===== src/rtl/sscc_pkg.sv =====
// Shared types, constants and next-state functions for the stepper sweep cycle controller.
// No dependencies.

package sscc_pkg;

  localparam int unsigned TICKS_PER_SECOND = 1000;

  localparam int unsigned PERIOD_W = 16;
  localparam int unsigned STEPS_W  = 16;
  localparam int unsigned DWELL_W  = 8;
  localparam int unsigned TIMER_W  = 18;
  localparam int unsigned COUNT_W  = 32;
  // dwell product must hold both the largest product and the timer limit
  localparam int unsigned PROD_BITS = DWELL_W + $clog2(TICKS_PER_SECOND + 1);
  localparam int unsigned PROD_W    = (PROD_BITS > TIMER_W) ? PROD_BITS : TIMER_W + 1;

  localparam int unsigned IN_DATA_W  = 8;
  localparam int unsigned OUT_DATA_W = 40;
  localparam int unsigned CFG_IDX_W  = 2;
  localparam int unsigned CFG_DATA_W = 16;

  // register indexes
  localparam logic [CFG_IDX_W-1:0] REG_STEP_PERIOD     = 2'd0;
  localparam logic [CFG_IDX_W-1:0] REG_STEPS_PER_SWEEP = 2'd1;
  localparam logic [CFG_IDX_W-1:0] REG_DWELL_SECONDS   = 2'd2;

  localparam logic [PERIOD_W-1:0] STEP_PERIOD_RST     = 16'd10;
  localparam logic [STEPS_W-1:0]  STEPS_PER_SWEEP_RST = 16'd200;
  localparam logic [DWELL_W-1:0]  DWELL_SECONDS_RST   = 8'd1;

  localparam logic [PROD_W-1:0] DWELL_LIMIT = PROD_W'(2 ** TIMER_W);

  typedef enum logic [2:0] {
    MODE_IDLE      = 3'd0,
    MODE_FWD       = 3'd1,
    MODE_DWELL1    = 3'd2,
    MODE_REV       = 3'd3,
    MODE_DWELL2    = 3'd4,
    MODE_FWD_ABORT = 3'd5,
    MODE_REV_ABORT = 3'd6
  } mode_t;

  // drive[0] enable_a, drive[1] enable_b, drive[2] dir_a, drive[3] dir_b
  typedef struct packed {
    mode_t              mode;
    logic [1:0]         phase;
    logic [STEPS_W-1:0] steps_left;
    logic [TIMER_W-1:0] timer;
    logic [COUNT_W-1:0] sweeps;
    logic [3:0]         drive;
  } seq_state_t;

  // configuration in the form the sequencer uses it
  typedef struct packed {
    logic [STEPS_W-1:0] steps_per_sweep;
    logic [TIMER_W-1:0] step_wait;
    logic [TIMER_W-1:0] dwell_wait;
    logic               dwell_zero;
  } seq_cfg_t;

  typedef struct packed {
    logic               busy_res;
    logic [COUNT_W-1:0] cycle_count;
    logic               dir_b;
    logic               dir_a;
    logic               enable_b;
    logic               enable_a;
  } result_t;

  function automatic seq_state_t issue_step(seq_state_t s, logic rev, seq_cfg_t c);
    seq_state_t n;
    n = s;
    unique case (s.phase)
      2'd0: n.drive = {s.drive[3], 1'b1, 1'b0, 1'b1};
      2'd1: n.drive = {~rev, s.drive[2], 1'b1, 1'b0};
      2'd2: n.drive = {s.drive[3], 1'b0, 1'b0, 1'b1};
      default: n.drive = {rev, s.drive[2], 1'b1, 1'b0};
    endcase
    n.phase = s.phase + 2'd1;
    n.timer = c.step_wait;
    return n;
  endfunction

  function automatic seq_state_t end_rev(seq_state_t s, seq_cfg_t c);
    seq_state_t n;
    n = s;
    n.sweeps = s.sweeps + COUNT_W'(1);
    if (c.dwell_zero) begin
      n.mode = MODE_IDLE;
    end else begin
      n.timer = c.dwell_wait;
      n.mode  = MODE_DWELL2;
    end
    return n;
  endfunction

  function automatic seq_state_t begin_rev(seq_state_t s, seq_cfg_t c);
    seq_state_t n;
    n = s;
    n.steps_left = c.steps_per_sweep;
    if (c.steps_per_sweep == '0) begin
      n = end_rev(n, c);
    end else begin
      n = issue_step(n, 1'b1, c);
      n.steps_left = c.steps_per_sweep - STEPS_W'(1);
      n.mode = MODE_REV;
    end
    return n;
  endfunction

  function automatic seq_state_t end_fwd(seq_state_t s, seq_cfg_t c);
    seq_state_t n;
    n = s;
    n.sweeps = s.sweeps + COUNT_W'(1);
    if (c.dwell_zero) begin
      n = begin_rev(n, c);
    end else begin
      n.timer = c.dwell_wait;
      n.mode  = MODE_DWELL1;
    end
    return n;
  endfunction

  function automatic seq_state_t begin_fwd(seq_state_t s, seq_cfg_t c);
    seq_state_t n;
    n = s;
    n.steps_left = c.steps_per_sweep;
    if (c.steps_per_sweep == '0) begin
      n = end_fwd(n, c);
    end else begin
      n = issue_step(n, 1'b0, c);
      n.steps_left = c.steps_per_sweep - STEPS_W'(1);
      n.mode = MODE_FWD;
    end
    return n;
  endfunction

endpackage


===== src/rtl/sscc_seq.sv =====
// Sweep sequencer: run state, phase, step and dwell timers, sweep counter.
// Depends on sscc_pkg.

module sscc_seq (
  input  logic                          clk,
  input  logic                          rst,
  input  logic                          tick,
  input  logic                          start_req,
  input  logic                          abort,
  input  logic [sscc_pkg::PERIOD_W-1:0] step_period,
  input  logic [sscc_pkg::STEPS_W-1:0]  steps_per_sweep,
  input  logic [sscc_pkg::DWELL_W-1:0]  dwell_seconds,
  output sscc_pkg::result_t             result
);

  sscc_pkg::seq_state_t state;
  sscc_pkg::seq_state_t state_next;
  sscc_pkg::seq_cfg_t   cfg;
  logic [sscc_pkg::PROD_W-1:0] dwell_ticks;
  logic                        rev;
  logic                        aborting;

  // dwell length in ticks, clamped to the timer range
  always_comb begin
    dwell_ticks = sscc_pkg::PROD_W'(dwell_seconds)
                * sscc_pkg::PROD_W'(sscc_pkg::TICKS_PER_SECOND);
    cfg.steps_per_sweep = steps_per_sweep;
    cfg.step_wait = (step_period == '0) ? '0
                  : sscc_pkg::TIMER_W'(step_period - sscc_pkg::PERIOD_W'(1));
    cfg.dwell_zero = (dwell_seconds == '0);
    if (dwell_ticks >= sscc_pkg::DWELL_LIMIT) begin
      cfg.dwell_wait = '1;
    end else begin
      cfg.dwell_wait = sscc_pkg::TIMER_W'(dwell_ticks - sscc_pkg::PROD_W'(1));
    end
  end

  assign rev      = (state.mode == sscc_pkg::MODE_REV) ||
                    (state.mode == sscc_pkg::MODE_REV_ABORT);
  assign aborting = (state.mode == sscc_pkg::MODE_FWD_ABORT) ||
                    (state.mode == sscc_pkg::MODE_REV_ABORT);

  always_comb begin
    state_next = state;
    unique case (state.mode)
      sscc_pkg::MODE_IDLE: begin
        if (start_req) begin
          state_next = sscc_pkg::begin_fwd(state, cfg);
        end
      end
      sscc_pkg::MODE_FWD, sscc_pkg::MODE_REV,
      sscc_pkg::MODE_FWD_ABORT, sscc_pkg::MODE_REV_ABORT: begin
        priority if (state.timer != '0) begin
          state_next.timer = state.timer - sscc_pkg::TIMER_W'(1);
          if (abort) begin
            state_next.mode = rev ? sscc_pkg::MODE_REV_ABORT : sscc_pkg::MODE_FWD_ABORT;
          end
        end else if (abort || aborting) begin
          state_next.mode = sscc_pkg::MODE_IDLE;
        end else if (state.steps_left != '0) begin
          state_next = sscc_pkg::issue_step(state, rev, cfg);
          state_next.steps_left = state.steps_left - sscc_pkg::STEPS_W'(1);
        end else if (rev) begin
          state_next = sscc_pkg::end_rev(state, cfg);
        end else begin
          state_next = sscc_pkg::end_fwd(state, cfg);
        end
      end
      sscc_pkg::MODE_DWELL1: begin
        if (state.timer != '0) begin
          state_next.timer = state.timer - sscc_pkg::TIMER_W'(1);
        end else begin
          state_next = sscc_pkg::begin_rev(state, cfg);
        end
      end
      sscc_pkg::MODE_DWELL2: begin
        if (state.timer != '0) begin
          state_next.timer = state.timer - sscc_pkg::TIMER_W'(1);
        end else begin
          state_next.mode = sscc_pkg::MODE_IDLE;
        end
      end
      default: state_next.mode = sscc_pkg::MODE_IDLE;
    endcase
  end

  always_ff @(posedge clk) begin
    if (rst) begin
      state.mode       <= sscc_pkg::MODE_IDLE;
      state.phase      <= '0;
      state.steps_left <= '0;
      state.timer      <= '0;
      state.sweeps     <= '0;
      state.drive      <= '0;
    end else if (tick) begin
      state <= state_next;
    end
  end

  // result shows the state after this tick
  assign result.enable_a    = state_next.drive[0];
  assign result.enable_b    = state_next.drive[1];
  assign result.dir_a       = state_next.drive[2];
  assign result.dir_b       = state_next.drive[3];
  assign result.cycle_count = state_next.sweeps;
  assign result.busy_res    = (state_next.mode != sscc_pkg::MODE_IDLE);

endmodule


===== src/rtl/sscc_skid.sv =====
// Output register with one skid entry for the result stream.
// Depends on sscc_pkg.

module sscc_skid (
  input  logic              clk,
  input  logic              rst,
  input  logic              in_valid,
  output logic              in_ready,
  input  sscc_pkg::result_t in_data,
  output logic              out_valid,
  input  logic              out_ready,
  output sscc_pkg::result_t out_data
);

  logic              skid_valid;
  sscc_pkg::result_t skid_data;
  logic              in_fire;

  assign in_ready = !skid_valid;
  assign in_fire  = in_valid && in_ready;

  always_ff @(posedge clk) begin
    if (rst) begin
      out_valid  <= 1'b0;
      skid_valid <= 1'b0;
    end else if (!out_valid || out_ready) begin
      if (skid_valid) begin
        out_valid  <= 1'b1;
        out_data   <= skid_data;
        skid_valid <= 1'b0;
      end else begin
        out_valid <= in_fire;
        out_data  <= in_data;
      end
    end else if (in_fire) begin
      // output stalled: park the new transaction
      skid_valid <= 1'b1;
      skid_data  <= in_data;
    end
  end

endmodule


===== src/rtl/stepper_sweep_cycle_controller_top.sv =====
// Stepper sweep cycle controller: one tick transaction in, one drive/status result out.
// Ticks are accepted at one per cycle while the skid entry is empty; the result is registered onto m_tvalid.
// A single skid entry lets a tick be taken while the output is stalled.
// Reset (rst, synchronous): idle, phase 0, counters cleared, both channels braked,
// registers to step_period 10, steps_per_sweep 200, dwell_seconds 1.
// Depends on sscc_pkg, sscc_seq, sscc_skid.

module stepper_sweep_cycle_controller_top (
  input  logic                            clk,
  input  logic                            rst,
  input  logic                            s_tvalid,
  output logic                            s_tready,
  input  logic [sscc_pkg::IN_DATA_W-1:0]  s_tdata,   // [0] start_req, [1] abort
  output logic                            m_tvalid,
  input  logic                            m_tready,
  output logic [sscc_pkg::OUT_DATA_W-1:0] m_tdata,   // [0] enable_a, [1] enable_b, [2] dir_a,
                                                      // [3] dir_b, [35:4] cycle_count,
                                                      // [36] busy_res
  input  logic                            cfg_valid,
  output logic                            cfg_ready,
  input  logic [sscc_pkg::CFG_IDX_W-1:0]  cfg_index,
  input  logic [sscc_pkg::CFG_DATA_W-1:0] cfg_data
);

  logic [sscc_pkg::PERIOD_W-1:0] step_period;
  logic [sscc_pkg::STEPS_W-1:0]  steps_per_sweep;
  logic [sscc_pkg::DWELL_W-1:0]  dwell_seconds;
  logic                          tick;
  sscc_pkg::result_t             seq_result;
  sscc_pkg::result_t             out_result;

  assign cfg_ready = 1'b1;

  always_ff @(posedge clk) begin
    if (rst) begin
      step_period     <= sscc_pkg::STEP_PERIOD_RST;
      steps_per_sweep <= sscc_pkg::STEPS_PER_SWEEP_RST;
      dwell_seconds   <= sscc_pkg::DWELL_SECONDS_RST;
    end else if (cfg_valid) begin
      unique case (cfg_index)
        sscc_pkg::REG_STEP_PERIOD:     step_period     <= cfg_data;
        sscc_pkg::REG_STEPS_PER_SWEEP: steps_per_sweep <= cfg_data;
        sscc_pkg::REG_DWELL_SECONDS:
          dwell_seconds <= cfg_data[sscc_pkg::DWELL_W-1:0];
        default: ;
      endcase
    end
  end

  assign tick = s_tvalid && s_tready;

  sscc_seq u_seq (
    .clk             (clk),
    .rst             (rst),
    .tick            (tick),
    .start_req       (s_tdata[0]),
    .abort           (s_tdata[1]),
    .step_period     (step_period),
    .steps_per_sweep (steps_per_sweep),
    .dwell_seconds   (dwell_seconds),
    .result          (seq_result)
  );

  sscc_skid u_skid (
    .clk       (clk),
    .rst       (rst),
    .in_valid  (s_tvalid),
    .in_ready  (s_tready),
    .in_data   (seq_result),
    .out_valid (m_tvalid),
    .out_ready (m_tready),
    .out_data  (out_result)
  );

  assign m_tdata = {3'b000, out_result.busy_res, out_result.cycle_count,
                    out_result.dir_b, out_result.dir_a,
                    out_result.enable_b, out_result.enable_a};

endmodule

===== config.mk =====
export PLATFORM = sky130hd
export DESIGN_NAME = stepper_sweep_cycle_controller_top
export DESIGN_NICKNAME = d
export VERILOG_FILES = /design/src/rtl/sscc_pkg.sv /design/src/rtl/sscc_seq.sv /design/src/rtl/sscc_skid.sv /design/src/rtl/stepper_sweep_cycle_controller_top.sv
export SDC_FILE = /design/constraint.sdc
export NUM_CORES = 1
export LEC_CHECK = 0
export BUFFER_PORTS_ARGS = -buffer_cell sky130_fd_sc_hd__buf_2
export CORE_ASPECT_RATIO = 0.5
export CORE_UTILIZATION = 23
export DETAILED_ROUTE_END_ITERATION = 12
export GPL_ROUTABILITY_DRIVEN = 0
export PLACE_DENSITY_LB_ADDON = 0.3
export SKIP_LAST_GASP = 1
export SLEW_MARGIN = 20
export SYNTH_ARGS = -nofsm -noshare
export SYNTH_HDL_FRONTEND = slang
export SYNTH_SLANG_ARGS = --single-unit

===== constraint.sdc =====
create_clock -name clk -period 8.2 [get_ports clk]
set_input_delay 1.64 -clock clk [delete_from_list [all_inputs] [get_ports clk]]
set_output_delay 1.64 -clock clk [all_outputs]
set_load 0.02 [all_outputs]

* After elaboration in Yosys (flattened, before gate mapping)
Cells that the tools add are included.
Cells by class: add/subtract/negate cells 8, multipliers 1, eq/ne operators 22, muxes and demuxes 37, bitwise operators 3, reductions and logical operators 28
Operators with widths (count):
- 75-bit 2-to-1 mux | 4
- 74-bit 2-to-1 mux | 2
- 18-bit 2-to-1 mux | 8
- 36-bit 2-to-1 mux | 4
- 36-bit case mux with 3 select lines | 1
- 72-bit 2-to-1 mux | 1
- 18-bit case mux with 4 select lines | 1
- 32-bit by 1-bit adder with 32-bit output, second input constant | 2
- 18-bit case mux with 3 select lines | 1
- 37-bit 2-to-1 mux | 1
- 4-bit case mux with 3 select lines | 3
- 18-bit by 1-bit subtractor with 18-bit output, second input constant | 2
- 16-bit logical NOT | 2
- 16-bit by 1-bit subtractor with 16-bit output, second input constant | 2
- 21-bit 2-to-1 mux | 1
- 3-bit 2-to-1 mux | 6
- 18-bit nonzero test | 1
- 16-bit by 1-bit subtractor with 17-bit output, second input constant | 1
- 16-bit nonzero test | 1
- 8-bit by 7-bit multiplier with 15-bit output, second input constant | 1
- 2-bit inequality test, second input constant | 6
- 3-bit case mux with 4 select lines | 1
- 11-bit AND reduction | 1
- 3-bit equality test, second input constant | 3
- 27 further kinds | 43
Storage, ports and cells: register bits after elaboration 191, logic and storage cells 122

* Longest topological paths before layout
depth in word-level cells 11, depth in mapped cells 17

* By module
From an unflattened synthesis, not the netlist that was laid out.
Second synthesis, totals: cell total of the unflattened synthesis 1925, area total of the unflattened synthesis 15657.5 um2
By module, submodules not included:
- sscc_seq | instances 1, cells an instance 1638, area each 11202.0 um2, seq. area each 1501.4 um2
- sscc_skid | instances 1, cells an instance 124, area each 2768.9 um2, seq. area each 2262.2 um2
- stepper_sweep_cycle_controller_top | instances 1, cells an instance 163, area each 1686.6 um2, seq. area each 800.8 um2

* Worst setup path after synthesis
Ideal clock, no wire load.
kind input -> register, start point input port s_tvalid, end point register u_skid.skid_data[0] (netlist name), enable pin, library setup time 0.477 ns, arrival 4.689 ns, path slack 3.034 ns, cell stages on the path 4, path buffers 2, cells stage by stage nand2_1 clkbuf_1 clkbuf_1 nor3_1
On the way: word-level cells in the longest chain between the ends 2
RTL lines:
- from (decl) | line stepper_sweep_cycle_controller_top.sv:11 | input logic s_tvalid,
- 1-bit logical AND | line sscc_skid.sv:20 | assign in_fire = in_valid && in_ready;
- 3-bit AND reduction (no source line)
- to (signal assigned) | line sscc_skid.sv:38 | skid_data <= in_data;
- to (decl) | line sscc_skid.sv:16 | sscc_pkg::result_t skid_data;
No other way between the ends. A chain may end at the register's enable or synchronous reset.

* Final worst setup path
start point register dwell_seconds[1] (netlist name), end point register u_seq.state[51] (netlist name)
On the way: word-level cells in the longest chain between the ends 8, elaborated cells on any way between the ends 16
RTL lines:
- from (decl) | line stepper_sweep_cycle_controller_top.sv:27 | logic [sscc_pkg::DWELL_W-1:0] dwell_seconds;
- from (signal assigned) | line stepper_sweep_cycle_controller_top.sv:38 | dwell_seconds <= sscc_pkg::DWELL_SECONDS_RST;
- from (signal assigned) | line stepper_sweep_cycle_controller_top.sv:44 | dwell_seconds <= cfg_data[sscc_pkg::DWELL_W-1:0];
- 8-bit by 7-bit multiplier with 15-bit output | line sscc_seq.sv:26 | * sscc_pkg::PROD_W'(sscc_pkg::TICKS_PER_SECOND);
- 18-bit by 1-bit subtractor with 18-bit output | line sscc_seq.sv:34 | cfg.dwell_wait = sscc_pkg::TIMER_W'(dwell_ticks - sscc_pkg::PROD_W'(1));
- 18-bit 2-to-1 mux (on tied branches) | line sscc_pkg.sv:115, sscc_pkg.sv:88
- 75-bit 2-to-1 mux | line sscc_seq.sv:63 | end else if (rev) begin
- 75-bit 2-to-1 mux | line sscc_seq.sv:60 | end else if (state.steps_left != '0) begin
- 72-bit 2-to-1 mux | line sscc_seq.sv:58 | end else if (abort || aborting) begin
- 18-bit 2-to-1 mux | line sscc_seq.sv:53 | priority if (state.timer != '0) begin
- 18-bit case mux with 4 select lines | line sscc_seq.sv:45 | unique case (state.mode)
- to (signal assigned) | line sscc_seq.sv:96 | state <= state_next;
- to (decl) | line sscc_seq.sv:16 | sscc_pkg::seq_state_t state;
Parallel ways exist; a longest one is shown, timed or not. The select of a mux whose other input is x is not followed.

==> results.md <==
* Status: finished clean
* Count of hold-fix buffers inserted at cts at 0
* #FFs+latches synth at 191
* Final period util at 66.9%
* Post-synth top area share at 16.4%
* Final min period at 5.48 ns
* Combinational power share at 27.0%
* Grt met1 use at 19.6%
* Post_cts resized at 0
* Grt ovf at 0
* Final Hold Fails at 0
* I/O pins at 74
* Max Cap Viol at 0
* Nets at 1883
* Most used routing layer: met2
* Initial antenna violation count at 2
* Static leakage at 5.80 nW
* Largest area contributor in the netlist: dfxtp_1
* TritonCTS clock tree: built
* Critical path endpoint category: register
* Hold crit path type: register to register
* Syn Inst Count at 1791
* Register area at 4560 um^2
* H-tree depth at 4
* Core region area at 61300 um^2
* Max incr delay on CP at 0.57 ns
* Mapped cell area at 14300 um^2
* Routed WL at 45700 um
* Most frequent cell after synthesis: nand2_1
* Rel. slew slack at 27.5%
* I/O Buffers at 63
* Area contributors post-synth: dfxtp_1, edfxtp_1, nand2_1
* DP HPWL at 32000 um
* Unrepaired setup endpoints after global routing: no
* CTS Buf Count at 17
* Full die area at 63200 um^2
* Max Freq at 182 MHz
* Clock network power share at 30.5%
* Synthesized area per cell at 7.98 um^2
* Clk root buf: clkbuf_16
* GRT met2 Usage at 23.0%
* Post-synth EDFFs at 74
* CP required at 8.55 ns
* Crit-path max FO at 9
* Post CTS Setup Buffer Count at 0
* Tot Pwr at 2.62 mW
* Worst setup SP type: register
* Clock Skew at 0.00990 ns
* Slew @ Worst Pin at 1.08 ns
* Initial Util at 23.3%
* Gr usage total at 14.3%
* Share of layout cells above drive strength 1 at 11.3%
* Clock transition at path regs at 0.08 ns
* Setup_tns at 0 ns
* Detail Route Antenna Nets at 0
* Area of the multi-input gates at 9050 um^2
* Critical path class: register to register
* Setup ws final at 2.72 ns
* P_int at 1.68 mW
* First-pass GRT wire length at 71100 um
* CP arrival at 5.83 ns
* DR pass1 iterations at 6
* Clk_lat worst skew at 0.47 ns
* Power per cell area at 165 nW/um^2
* Met3 usage at 2.43%
* Pre-CTS setup slack at 2.75 ns
* Number of vias per cell at 5.06
* Sequential area share after synthesis at 31.9%
* Clock sinks at 191
* DRC errors left at 0
* Maximum VDD drop at 0.162 mV
* Pin count of the biggest net entering global routing at 48
* Synth Warn # at 0
* Synth cell count leaders: nand2_1, nor2_1, a21oi_1, o21ai_0, dfxtp_1
* DRT iter0 DRCs at 1453
* Hold Slack at 0.478 ns
* Via count at 13.2k
* Clock Tree Buf Depth at 2
* Commonest register cell after synthesis: dfxtp_1
* Asr flop ratio synth at 0%
* Switching Share at 35.6%
* Sequential share of power at 42.5%
* Cell variety after synth at 92
* CP cell instances: fa_1 -> xor2_1 -> ha_1 -> fa_1 -> inv_1 -> fa_1 -> inv_1 -> ha_1 -> a21o_1 -> a21o_1 -> or3_1 -> a2111o_1 -> nor3b_1 -> nand2_1 -> xor2_1 -> o311ai_0 -> a31oi_1
* Vias in the first global route at 12.3k
* Slowest stage cell on the critical path: dfxtp_1
* Avg WL per Cell at 17.4 um
* Diodes inserted at 0
* Die Wd at 355 um
* Final setup vio count at 0
* Area Growth Syn to Fin at 11.1%
* Final Slew Violations at 0
* Switching power at 0.932 mW
* Die H at 178 um
* Filler cells at 6671
* Crit-path most repeated cell: fa_1
* Row cnt at 64
==> cell type report <==
class | count | area share (%)
clock buffer | 20 | 2.75
timing repair buffer | 82 | 2.88
clock inverter | 12 | 0.559
tap | 825 | 6.50
sequential | 191 | 28.7
inverter | 66 | 1.56
multi-input combinational | 1421 | 57.0
==> power groups by stage <==
stage / clock network, mW / logic (mW) / registers [mW]
after floorplan: 0 / 0.514 / 1.12
after global placement: 0 / 0.697 / 1.13
after detailed placement: 0 / 0.702 / 1.13
after CTS: 0.824 / 0.706 / 1.11
after global routing: 0.854 / 0.786 / 1.12
final: 0.797 / 0.707 / 1.11
==> layer usage <==
metal / wire length [um] / vias up
li1: - / 6492
met5: 27 / -
met2: 20700 / 406
met1: 21700 / 6269
met3: 2420 / 67
met4: 822 / 4
==> layout by cell type, fill, tap and decap left out, types with 55 or more instances in the layout <==
| master | n |
|---|---|
| nand2_1 | 225 |
| nor2_1 | 179 |
| nor3_1 | 63 |
| a21oi_1 | 145 |
| inv_1 | 65 |
| nand3_1 | 55 |
| buf_2 | 63 |
| dfxtp_1 | 117 |
| edfxtp_1 | 74 |
| o21ai_0 | 123 |
==> critical path, delay by kind of cell, from the launching register on <==
family	cells	cell delay, ns
simple gates	3	0.83
buf+inv	2	0.09
compound gates	5	1.33
flops	1	0.57
xor+xnor	2	0.36
fa+ha+maj	5	2.17
==> through the flow <==
stage          area [um^2]  utilization (%)  std cells
2_1_floorplan        14300                -       1793
6_report             15900             25.9       2617
4_1_cts              15900             25.9       2617
5_1_grt              15900             25.9       2617
3_5_place_dp         15300             25.1       2585
3_3_place_gp         15300             25.1       2585
==> registers in the layout, summed over array words and instances, names as in the netlist <==
register and flops:
u_skid.skid_data 37, u_skid.skid_valid 1, dwell_seconds 8, u_seq.state 75, steps_per_sweep 16, step_period 16, u_skid.out_data 37, u_skid.out_valid 1
==> cells by family (layout without fill, tap and decap cells) <==
kind of cell | after synthesis | count (layout) | share of synthesized area (%)
compound gates | 490 | 490 | 21.8
fa+ha+maj | 73 | 73 | 7.49
mux | 50 | 50 | 3.80
other cells | 2 | 4 | 0.0526
xor+xnor | 85 | 85 | 5.21
buf+inv | 181 | 180 | 4.97
flops | 191 | 191 | 31.9
simple gates | 719 | 719 | 24.8
==> worst paths after layout <==
check	from	end	slack, ns	cells after the start
min	step_period[5]	step_period[5]	0.48	2
min reg2reg	step_period[5]	step_period[5]	0.48	2
max	dwell_seconds[1]	u_seq.state[51]	2.72	17
max reg2reg	dwell_seconds[1]	u_seq.state[51]	2.72	17
(Power assumes the default switching activity.)
